File: src/design/lfr_pkg.sv
`timescale 1ns / 1ps
// Shared types and codes for the LRU frame replacer.
// Used by lfr_ctl, lfr_dp and lru_frame_replacer_top; no dependencies.
package lfr_pkg;

  localparam int FRAME_W = 6;
  localparam int ACTION_W = 2;
  localparam int COUNT_OUT_W = 7;

  localparam logic [ACTION_W-1:0] ACT_VICTIM = 2'd0;
  localparam logic [ACTION_W-1:0] ACT_PIN    = 2'd1;
  localparam logic [ACTION_W-1:0] ACT_UNPIN  = 2'd2;

  // Controller to datapath commands.
  typedef struct packed {
    logic clear;    // sweep one entry of the present-bit memory
    logic capture;  // latch an accepted word and launch memory reads
    logic exec;     // update the list and load the result register
  } ctl_cmd_t;

  // Datapath to controller status.
  typedef struct packed {
    logic clear_done;  // last entry of the sweep is being written
  } dp_sts_t;

endpackage

File: src/design/lfr_ctl.sv
`timescale 1ns / 1ps
// Controller for the LRU frame replacer: clear sweep, accept, execute, result valid.
// Depends on lfr_pkg.
module lfr_ctl (
  input  logic              clk,
  input  logic              rst_n,
  input  logic              in_valid,
  output logic              in_stall,
  output logic              out_valid,
  input  logic              out_stall,
  input  lfr_pkg::dp_sts_t  sts,
  output lfr_pkg::ctl_cmd_t cmd
);

  typedef enum logic [1:0] {
    ST_CLEAR,
    ST_IDLE,
    ST_EXEC
  } state_t;

  state_t state_r;
  state_t state_nxt;
  logic   out_valid_r;
  logic   out_valid_nxt;
  logic   out_free;

  assign out_free = !out_valid_r || !out_stall;

  always_comb begin
    cmd.clear   = (state_r == ST_CLEAR);
    cmd.capture = (state_r == ST_IDLE) && in_valid;
    cmd.exec    = (state_r == ST_EXEC) && out_free;
  end

  always_comb begin
    state_nxt     = state_r;
    out_valid_nxt = out_valid_r && out_stall;
    case (state_r)
      ST_CLEAR: begin
        if (sts.clear_done) state_nxt = ST_IDLE;
      end
      ST_IDLE: begin
        if (in_valid) state_nxt = ST_EXEC;
      end
      ST_EXEC: begin
        // hold until the result register is free
        if (out_free) begin
          state_nxt     = ST_IDLE;
          out_valid_nxt = 1'b1;
        end
      end
      default: state_nxt = ST_CLEAR;
    endcase
  end

  always_ff @(posedge clk) begin
    if (!rst_n) begin
      state_r     <= ST_CLEAR;
      out_valid_r <= 1'b0;
    end else begin
      state_r     <= state_nxt;
      out_valid_r <= out_valid_nxt;
    end
  end

  assign in_stall  = (state_r != ST_IDLE);
  assign out_valid = out_valid_r;

`ifndef SYNTHESIS
  a_exec_gives_result: assert property (@(posedge clk) disable iff (!rst_n)
    cmd.exec |=> out_valid)
    else $error("executed word did not raise out_valid");

  a_accept_then_busy: assert property (@(posedge clk) disable iff (!rst_n)
    (in_valid && !in_stall) |=> in_stall)
    else $error("input taken again before the word was executed");

  a_no_exec_while_clear: assert property (@(posedge clk) disable iff (!rst_n)
    cmd.clear |-> (!cmd.capture && !cmd.exec))
    else $error("word handled during clear sweep");

  a_result_not_lost: assert property (@(posedge clk) disable iff (!rst_n)
    (out_valid && out_stall) |-> !cmd.exec)
    else $error("result register overwritten while stalled");
`endif

endmodule

File: src/design/lfr_dp.sv
`timescale 1ns / 1ps
// Datapath for the LRU frame replacer: doubly linked list in next/prev memories
// indexed by frame, present-bit memory, head/tail/count and result register. Uses lfr_pkg.
module lfr_dp #(
  parameter int FRAMES = 64
) (
  input  logic                              clk,
  input  logic                              rst_n,
  input  lfr_pkg::ctl_cmd_t                 cmd,
  output lfr_pkg::dp_sts_t                  sts,
  input  logic [lfr_pkg::ACTION_W-1:0]      in_action,
  input  logic [lfr_pkg::FRAME_W-1:0]       in_frame,
  output logic                              out_victim_found,
  output logic [lfr_pkg::FRAME_W-1:0]       out_victim_frame,
  output logic [lfr_pkg::COUNT_OUT_W-1:0]   out_evictable_count
);

  localparam int IDX_W = (FRAMES > 1) ? $clog2(FRAMES) : 1;
  localparam int CNT_W = $clog2(FRAMES + 1);

  logic             pres_mem [FRAMES];
  logic [IDX_W-1:0] next_mem [FRAMES];
  logic [IDX_W-1:0] prev_mem [FRAMES];

  logic [IDX_W-1:0] clr_ctr_r;
  logic [CNT_W-1:0] count_r;
  logic [CNT_W-1:0] count_nxt;
  logic [IDX_W-1:0] head_r;
  logic [IDX_W-1:0] head_nxt;
  logic [IDX_W-1:0] tail_r;
  logic [IDX_W-1:0] tail_nxt;

  logic [lfr_pkg::ACTION_W-1:0] act_r;
  logic             frame_ok_r;
  logic [IDX_W-1:0] idx_r;
  logic             pres_rd_r;
  logic [IDX_W-1:0] next_rd_r;
  logic [IDX_W-1:0] prev_rd_r;
  logic [IDX_W-1:0] rd_addr;

  logic             pres_we;
  logic [IDX_W-1:0] pres_wa;
  logic             pres_wd;
  logic             next_we;
  logic [IDX_W-1:0] next_wa;
  logic [IDX_W-1:0] next_wd;
  logic             prev_we;
  logic [IDX_W-1:0] prev_wa;
  logic [IDX_W-1:0] prev_wd;

  logic             found_nxt;
  logic [IDX_W-1:0] vframe_nxt;

  logic                              victim_found_r;
  logic [lfr_pkg::FRAME_W-1:0]       victim_frame_r;
  logic [lfr_pkg::COUNT_OUT_W-1:0]   evictable_count_r;

  assign sts.clear_done = cmd.clear && (clr_ctr_r == IDX_W'(FRAMES - 1));

  // victim reads the tail node, pin and unpin read the named frame
  assign rd_addr = (in_action == lfr_pkg::ACT_VICTIM) ? tail_r : IDX_W'(in_frame);

  always_comb begin
    pres_we    = 1'b0;
    pres_wa    = idx_r;
    pres_wd    = 1'b0;
    next_we    = 1'b0;
    next_wa    = prev_rd_r;
    next_wd    = next_rd_r;
    prev_we    = 1'b0;
    prev_wa    = next_rd_r;
    prev_wd    = prev_rd_r;
    count_nxt  = count_r;
    head_nxt   = head_r;
    tail_nxt   = tail_r;
    found_nxt  = 1'b0;
    vframe_nxt = '0;
    if (cmd.clear) begin
      pres_we = 1'b1;
      pres_wa = clr_ctr_r;
    end else if (cmd.exec) begin
      case (act_r)
        lfr_pkg::ACT_VICTIM: begin
          if (count_r != '0) begin
            pres_we    = 1'b1;
            found_nxt  = 1'b1;
            vframe_nxt = idx_r;
            tail_nxt   = prev_rd_r;
            count_nxt  = count_r - 1'b1;
          end
        end
        lfr_pkg::ACT_PIN: begin
          if (frame_ok_r && pres_rd_r) begin
            pres_we   = 1'b1;
            count_nxt = count_r - 1'b1;
            // unlink: bypass from the neighbors, or move head/tail
            if (idx_r == head_r) head_nxt = next_rd_r;
            else next_we = 1'b1;
            if (idx_r == tail_r) tail_nxt = prev_rd_r;
            else prev_we = 1'b1;
          end
        end
        lfr_pkg::ACT_UNPIN: begin
          if (frame_ok_r && !pres_rd_r) begin
            pres_we   = 1'b1;
            pres_wd   = 1'b1;
            next_we   = 1'b1;
            next_wa   = idx_r;
            next_wd   = head_r;
            prev_wa   = head_r;
            prev_wd   = idx_r;
            head_nxt  = idx_r;
            count_nxt = count_r + 1'b1;
            if (count_r != '0) prev_we = 1'b1;
            else tail_nxt = idx_r;
          end
        end
        default: begin
        end
      endcase
    end
  end

  always_ff @(posedge clk) begin
    if (pres_we) pres_mem[pres_wa] <= pres_wd;
    if (next_we) next_mem[next_wa] <= next_wd;
    if (prev_we) prev_mem[prev_wa] <= prev_wd;
    if (cmd.capture) begin
      pres_rd_r <= pres_mem[rd_addr];
      next_rd_r <= next_mem[rd_addr];
      prev_rd_r <= prev_mem[rd_addr];
    end
  end

  always_ff @(posedge clk) begin
    if (cmd.capture) begin
      act_r      <= in_action;
      frame_ok_r <= (32'(in_frame) < FRAMES);
      idx_r      <= rd_addr;
    end
    head_r <= head_nxt;
    tail_r <= tail_nxt;
    if (cmd.exec) begin
      victim_found_r    <= found_nxt;
      victim_frame_r    <= lfr_pkg::FRAME_W'(vframe_nxt);
      evictable_count_r <= lfr_pkg::COUNT_OUT_W'(count_nxt);
    end
  end

  always_ff @(posedge clk) begin
    if (!rst_n) begin
      clr_ctr_r <= '0;
      count_r   <= '0;
    end else begin
      if (cmd.clear) clr_ctr_r <= clr_ctr_r + 1'b1;
      count_r <= count_nxt;
    end
  end

  assign out_victim_found    = victim_found_r;
  assign out_victim_frame    = victim_frame_r;
  assign out_evictable_count = evictable_count_r;

`ifndef SYNTHESIS
  a_count_bounded: assert property (@(posedge clk) disable iff (!rst_n)
    32'(count_r) <= FRAMES)
    else $error("evictable count beyond frame count");

  a_count_moves_on_exec: assert property (@(posedge clk) disable iff (!rst_n)
    !cmd.exec |=> (count_r == $past(count_r)))
    else $error("count changed without an executed word");

  a_victim_needs_list: assert property (@(posedge clk) disable iff (!rst_n)
    (cmd.exec && found_nxt) |-> (count_r != '0))
    else $error("victim reported from empty list");
`endif

endmodule

File: src/design/lru_frame_replacer_top.sv
`timescale 1ns / 1ps
// Top level of the LRU frame replacer with pinning.
// Instantiates lfr_ctl and lfr_dp; uses lfr_pkg.
//
//   channel | ports                                                      | dir
//   --------+------------------------------------------------------------+-----
//   input   | in_valid, in_stall, in_action, in_frame                    | in
//   result  | out_valid, out_stall, out_victim_found, out_victim_frame,  | out
//           | out_evictable_count                                        |
//
// Each word is handled as an accept with memory read, then a list update and
// result load; the single read/write port of the next/prev/present memories
// keeps them apart; in_stall stays high until the update is done. A stalled
// result holds the update step until the register frees. After reset a pass
// over all FRAMES entries zeroes the present bits, in_stall high throughout.
module lru_frame_replacer_top #(
  parameter int FRAMES = 64
) (
  input  logic                            clk,
  input  logic                            rst_n,
  input  logic                            in_valid,
  output logic                            in_stall,
  input  logic [lfr_pkg::ACTION_W-1:0]    in_action,
  input  logic [lfr_pkg::FRAME_W-1:0]     in_frame,
  output logic                            out_valid,
  input  logic                            out_stall,
  output logic                            out_victim_found,
  output logic [lfr_pkg::FRAME_W-1:0]     out_victim_frame,
  output logic [lfr_pkg::COUNT_OUT_W-1:0] out_evictable_count
);

  lfr_pkg::ctl_cmd_t cmd;
  lfr_pkg::dp_sts_t  sts;

  lfr_ctl u_ctl (
    .clk       (clk),
    .rst_n     (rst_n),
    .in_valid  (in_valid),
    .in_stall  (in_stall),
    .out_valid (out_valid),
    .out_stall (out_stall),
    .sts       (sts),
    .cmd       (cmd)
  );

  lfr_dp #(
    .FRAMES (FRAMES)
  ) u_dp (
    .clk                 (clk),
    .rst_n               (rst_n),
    .cmd                 (cmd),
    .sts                 (sts),
    .in_action           (in_action),
    .in_frame            (in_frame),
    .out_victim_found    (out_victim_found),
    .out_victim_frame    (out_victim_frame),
    .out_evictable_count (out_evictable_count)
  );

endmodule
File: config.mk
export PLATFORM = sky130hd
export DESIGN_NAME = lru_frame_replacer_top
export DESIGN_NICKNAME = d
export VERILOG_FILES = /design/src/design/lfr_pkg.sv /design/src/design/lfr_ctl.sv /design/src/design/lfr_dp.sv /design/src/design/lru_frame_replacer_top.sv
export SDC_FILE = /design/constraint.sdc
export NUM_CORES = 1
export LEC_CHECK = 0
export ABC_AREA = 1
export BUFFER_PORTS_ARGS = -buffer_cell sky130_fd_sc_hd__buf_4
export CAP_MARGIN = 10
export CELL_PAD_IN_SITES_DETAIL_PLACEMENT = 0
export CELL_PAD_IN_SITES_GLOBAL_PLACEMENT = 1
export CORE_MARGIN = 2
export CORE_UTILIZATION = 46
export DETAILED_ROUTE_END_ITERATION = 7
export GPL_TIMING_DRIVEN = 0
export PLACE_DENSITY = 0.82
export SLEW_MARGIN = 40
export SYNTH_ARGS = -nofsm -noshare
export SYNTH_HDL_FRONTEND = slang
export SYNTH_HIERARCHICAL = 1
export SYNTH_SLANG_ARGS = --single-unit
export TNS_END_PERCENT = 5
File: constraint.sdc
create_clock -name clk -period 4.3 [get_ports clk]
set_input_delay 0.43 -clock clk [delete_from_list [all_inputs] [get_ports clk]]
set_output_delay 0.43 -clock clk [all_outputs]
set_load 0.03 [all_outputs]
==> impl_metrics.ini <==
[floorplanning]
core_area_sq_um = 88200
die_height_um = 302
die_w_um = 302
dieArea_sq_um = 91200
num_io_pins = 28
start_util_pct = 46.3
row_count = 109

[status]
status = finished, final reports clean

[pwr]
peakVddDrop_uv = 289
p_per_area_nw_per_um2 = 398
p_leak_nw = 19.3

[layout]
area_delta_synth_final_pct = 14.4
layout_commonest_cell = nand2_1
fill_cells = 7706
multi_input_area_sq_um = 10600
layout_common_cells = 910 x nand2_1, 884 x nand3_1, 879 x edfxtp_1
utilization_pct = 52.9
regArea_sq_um = 26700
final_nets = 4325
layout-drive-gt1-share_pct = 11.8
n_antenna_cell = 0

[setup_path]
cpPeakStageDelay_ns = 0.46
cp_top_family = simple AND/OR/NAND/NOR gates
path_buf_inv = 8
worstSetupPathType = reg2reg
crit_chain = inv_2 > nor2_2 > inv_1 > nor2_4 > inv_1 > nor2_2 > inv_2 > nor2_8 > inv_2 > buf_6 > nand2_2 > o21ai_4 > inv_8 > buf_16 > nand2_1 > nor2_1 > nand3_4 > nor2_4
cp-start-kind = register
path_max_fanout = 36
cp-end-kind = register
critical_path_required_ns = 4.63
arrival_ns = 4.59
path_common_cell = inv_2
crit_slowest_cell = nand3_4

[yosys]
synth_area_leaders = edfxtp_1 65%, nand3_1 11%, nand2_1 8.4%
synth_top_area_share_pct = 64.6
synth.yosys.seq_area_share_pct = 65.4
syn_area_per_cell_sq_um = 9.86
syn_area_sq_um = 40800
ys_ff_latch = 895
syn-num-nets = 4161
synth-adder-area-share_pct = 0.276
synthMuxAreaShare_pct = 0
synth_edf_count = 879
synth_top_family_by_area = simple AND/OR/NAND/NOR gates
synth_compound_gate_area_share_pct = 1.16
ys_types = 43
ys.warnings.count = 6
synth_cells = 4140
synth_xor_area_share_pct = 0.107
synth-simple-area-share_pct = 22.9
synth_area_leader_cell = edfxtp_1
ys.flop_type = edfxtp_1
async_reset_ff_share_pct = 0

[timing]
slew_violations = 0
fmax_mhz = 235
fin_crit_sh_pct = 98.9
finClkSkew_ns = 0.0236
period_minus_slack_ns = 4.25
finalSetupViolations = 0
tightestPinTransition_ns = 1.02
hold_viol = 0
hold_slack_ns = 0.0413
slew_headroom_pct = 32.1
rsz0062_at_grt = yes

[grt]
grt_max_degree = 69
antenna_found_initial = 0
grt_usage_pct = 29.0
grt_pass1_vias = 28303
grt_pass1_wl_um = 188000
overflow = 0

[clocking]
cts_tree = done
cts_buffer_depth = 3
htreeDepth = 3
clk_latency_ns = 0.67
cts_buffers = 93
cts.sinks = 895
clk_pin_slew_worst_paths_ns = 0.06
clockRootBuffer = clkbuf_16

[place]
place_congestion = 0.943
io_buffers = 27
hpwl_um = 90900

[routing]
wl_per_cell_um = 24.0
ant_nets = 0
drc = 0
vias = 30778
dr.pass1.iters = 7
drt_iter0_markers = 4590
via_per_inst = 5.55
drt_wl_total_um = 133000

[job]
drv_cap = 0

[hold_path]
min_path_type = in2reg
==> what timing repair did <==
action,CTS,global route
cloned,2,0
pin swaps,2,8
hold endpoints to repair,2,0
resized for setup,101,84
hold buffers,2,0
buffers inserted,4,6
setup endpoints to repair,768,726
==> report_power, final <==
group | total [mW] | internal [mW] | switching [mW]
Clock | 7.69 | 4.37 | 3.32
Sequential | 9.45 | 9.44 | 0.00309
Combinational | 1.46 | 0.344 | 1.11
==> metrics by stage <==
stage | TNS (ns) | instances | cell area, sq um | setup slack (ns) | power (mW)
final | 0 | 5543 | 46700 | 0.0452 | 18.6
after global routing | -16.10 | 5543 | 46700 | -0.154 | 19.0
after CTS | -8.91 | 5536 | 46300 | -0.111 | 18.6
after detailed placement | -673.94 | 5359 | 43000 | -1.18 | 11.0
after global placement | -2293.74 | 5332 | 42500 | -2.62 | 11.0
after floorplan | 0 | 4140 | 40800 | 0.106 | 10.4
==> metal layers <==
metal / vias up / GRT usage, % / wire length (um)
li1: 13772 / - / -
met1: 14700 / 38.9 / 50600
met2: 1972 / 45.3 / 59800
met3: 334 / 6.18 / 16200
met4: 0 / 13.6 / 6630
met5: - / 0 / 0
==> synth_stat cells, types with 9 or more instances <==
library cell  count
nand4_1          16
nor2_1          240
edfxtp_1        879
clkbuf_1         72
a21oi_1          12
nand3_1         886
inv_2            18
dfxtp_1          16
buf_2            77
buf_1            27
ha_1              9
o21ai_2           9
nand2_1         913
inv_1           845
buf_4            12
nand2_2          15
o21ai_0          27
==> tightest hold or removal path, cell delays in order <==
cell,delay (ns)
buf_4,0.08
o21ai_0,0.06
nand2_1,0.05
nor2_1,0.03
==> flip-flops by register name, indices dropped and copies added (netlist names), 2 cells and up <==
register and count:
u_dp/idx_r 6, u_dp/head_r 6, u_dp/out_victim_frame 6, u_dp/tail_r 6, u_dp/prev_rd_r 6, u_dp/pres_mem 64
u_dp/next_mem 384, u_dp/next_rd_r 6, u_dp/prev_mem 384, u_dp/clr_ctr_r 6, u_dp/act_r 2, u_dp/out_evictable_count 7
u_ctl/state_r 2, u_dp/count_r 7
==> worst paths after layout <==
| check | start | to | slack [ns] | cells after the start |
|---|---|---|---|---|
| worst max-delay path | u_ctl/state_r[1] | u_dp/prev_mem[47][1] | 0.05 | 18 |
| worst min register to register | u_ctl/out_valid | u_ctl/out_valid | 0.51 | 2 |
| worst max register to register | u_ctl/state_r[1] | u_dp/prev_mem[47][1] | 0.05 | 18 |
| worst min-delay path | in_valid | u_ctl/state_r[0] | 0.04 | 4 |
==> final cells by class <==
| type | count | area share, % |
|---|---|---|
| Inverter | 866 | 7.04 |
| Sequential cell | 895 | 57.2 |
| Timing Repair Buffer | 67 | 1.86 |
| Buffer | 191 | 1.94 |
| Clock buffer | 124 | 5.34 |
| Clock inverter | 45 | 0.780 |
| Tap cell | 1165 | 3.12 |
| Multi-Input combinational cell | 2190 | 22.7 |
==> cell families (layout without fill, tap and decap cells) <==
kind of cell    after synthesis  count (layout)
fa+ha+maj                     9               9
simple gates               2107            2109
xor+xnor                      5               5
compound gates               67              67
buf+inv                    1057            1293
flops                       895             895
Power figures use the tool's default switching activity.
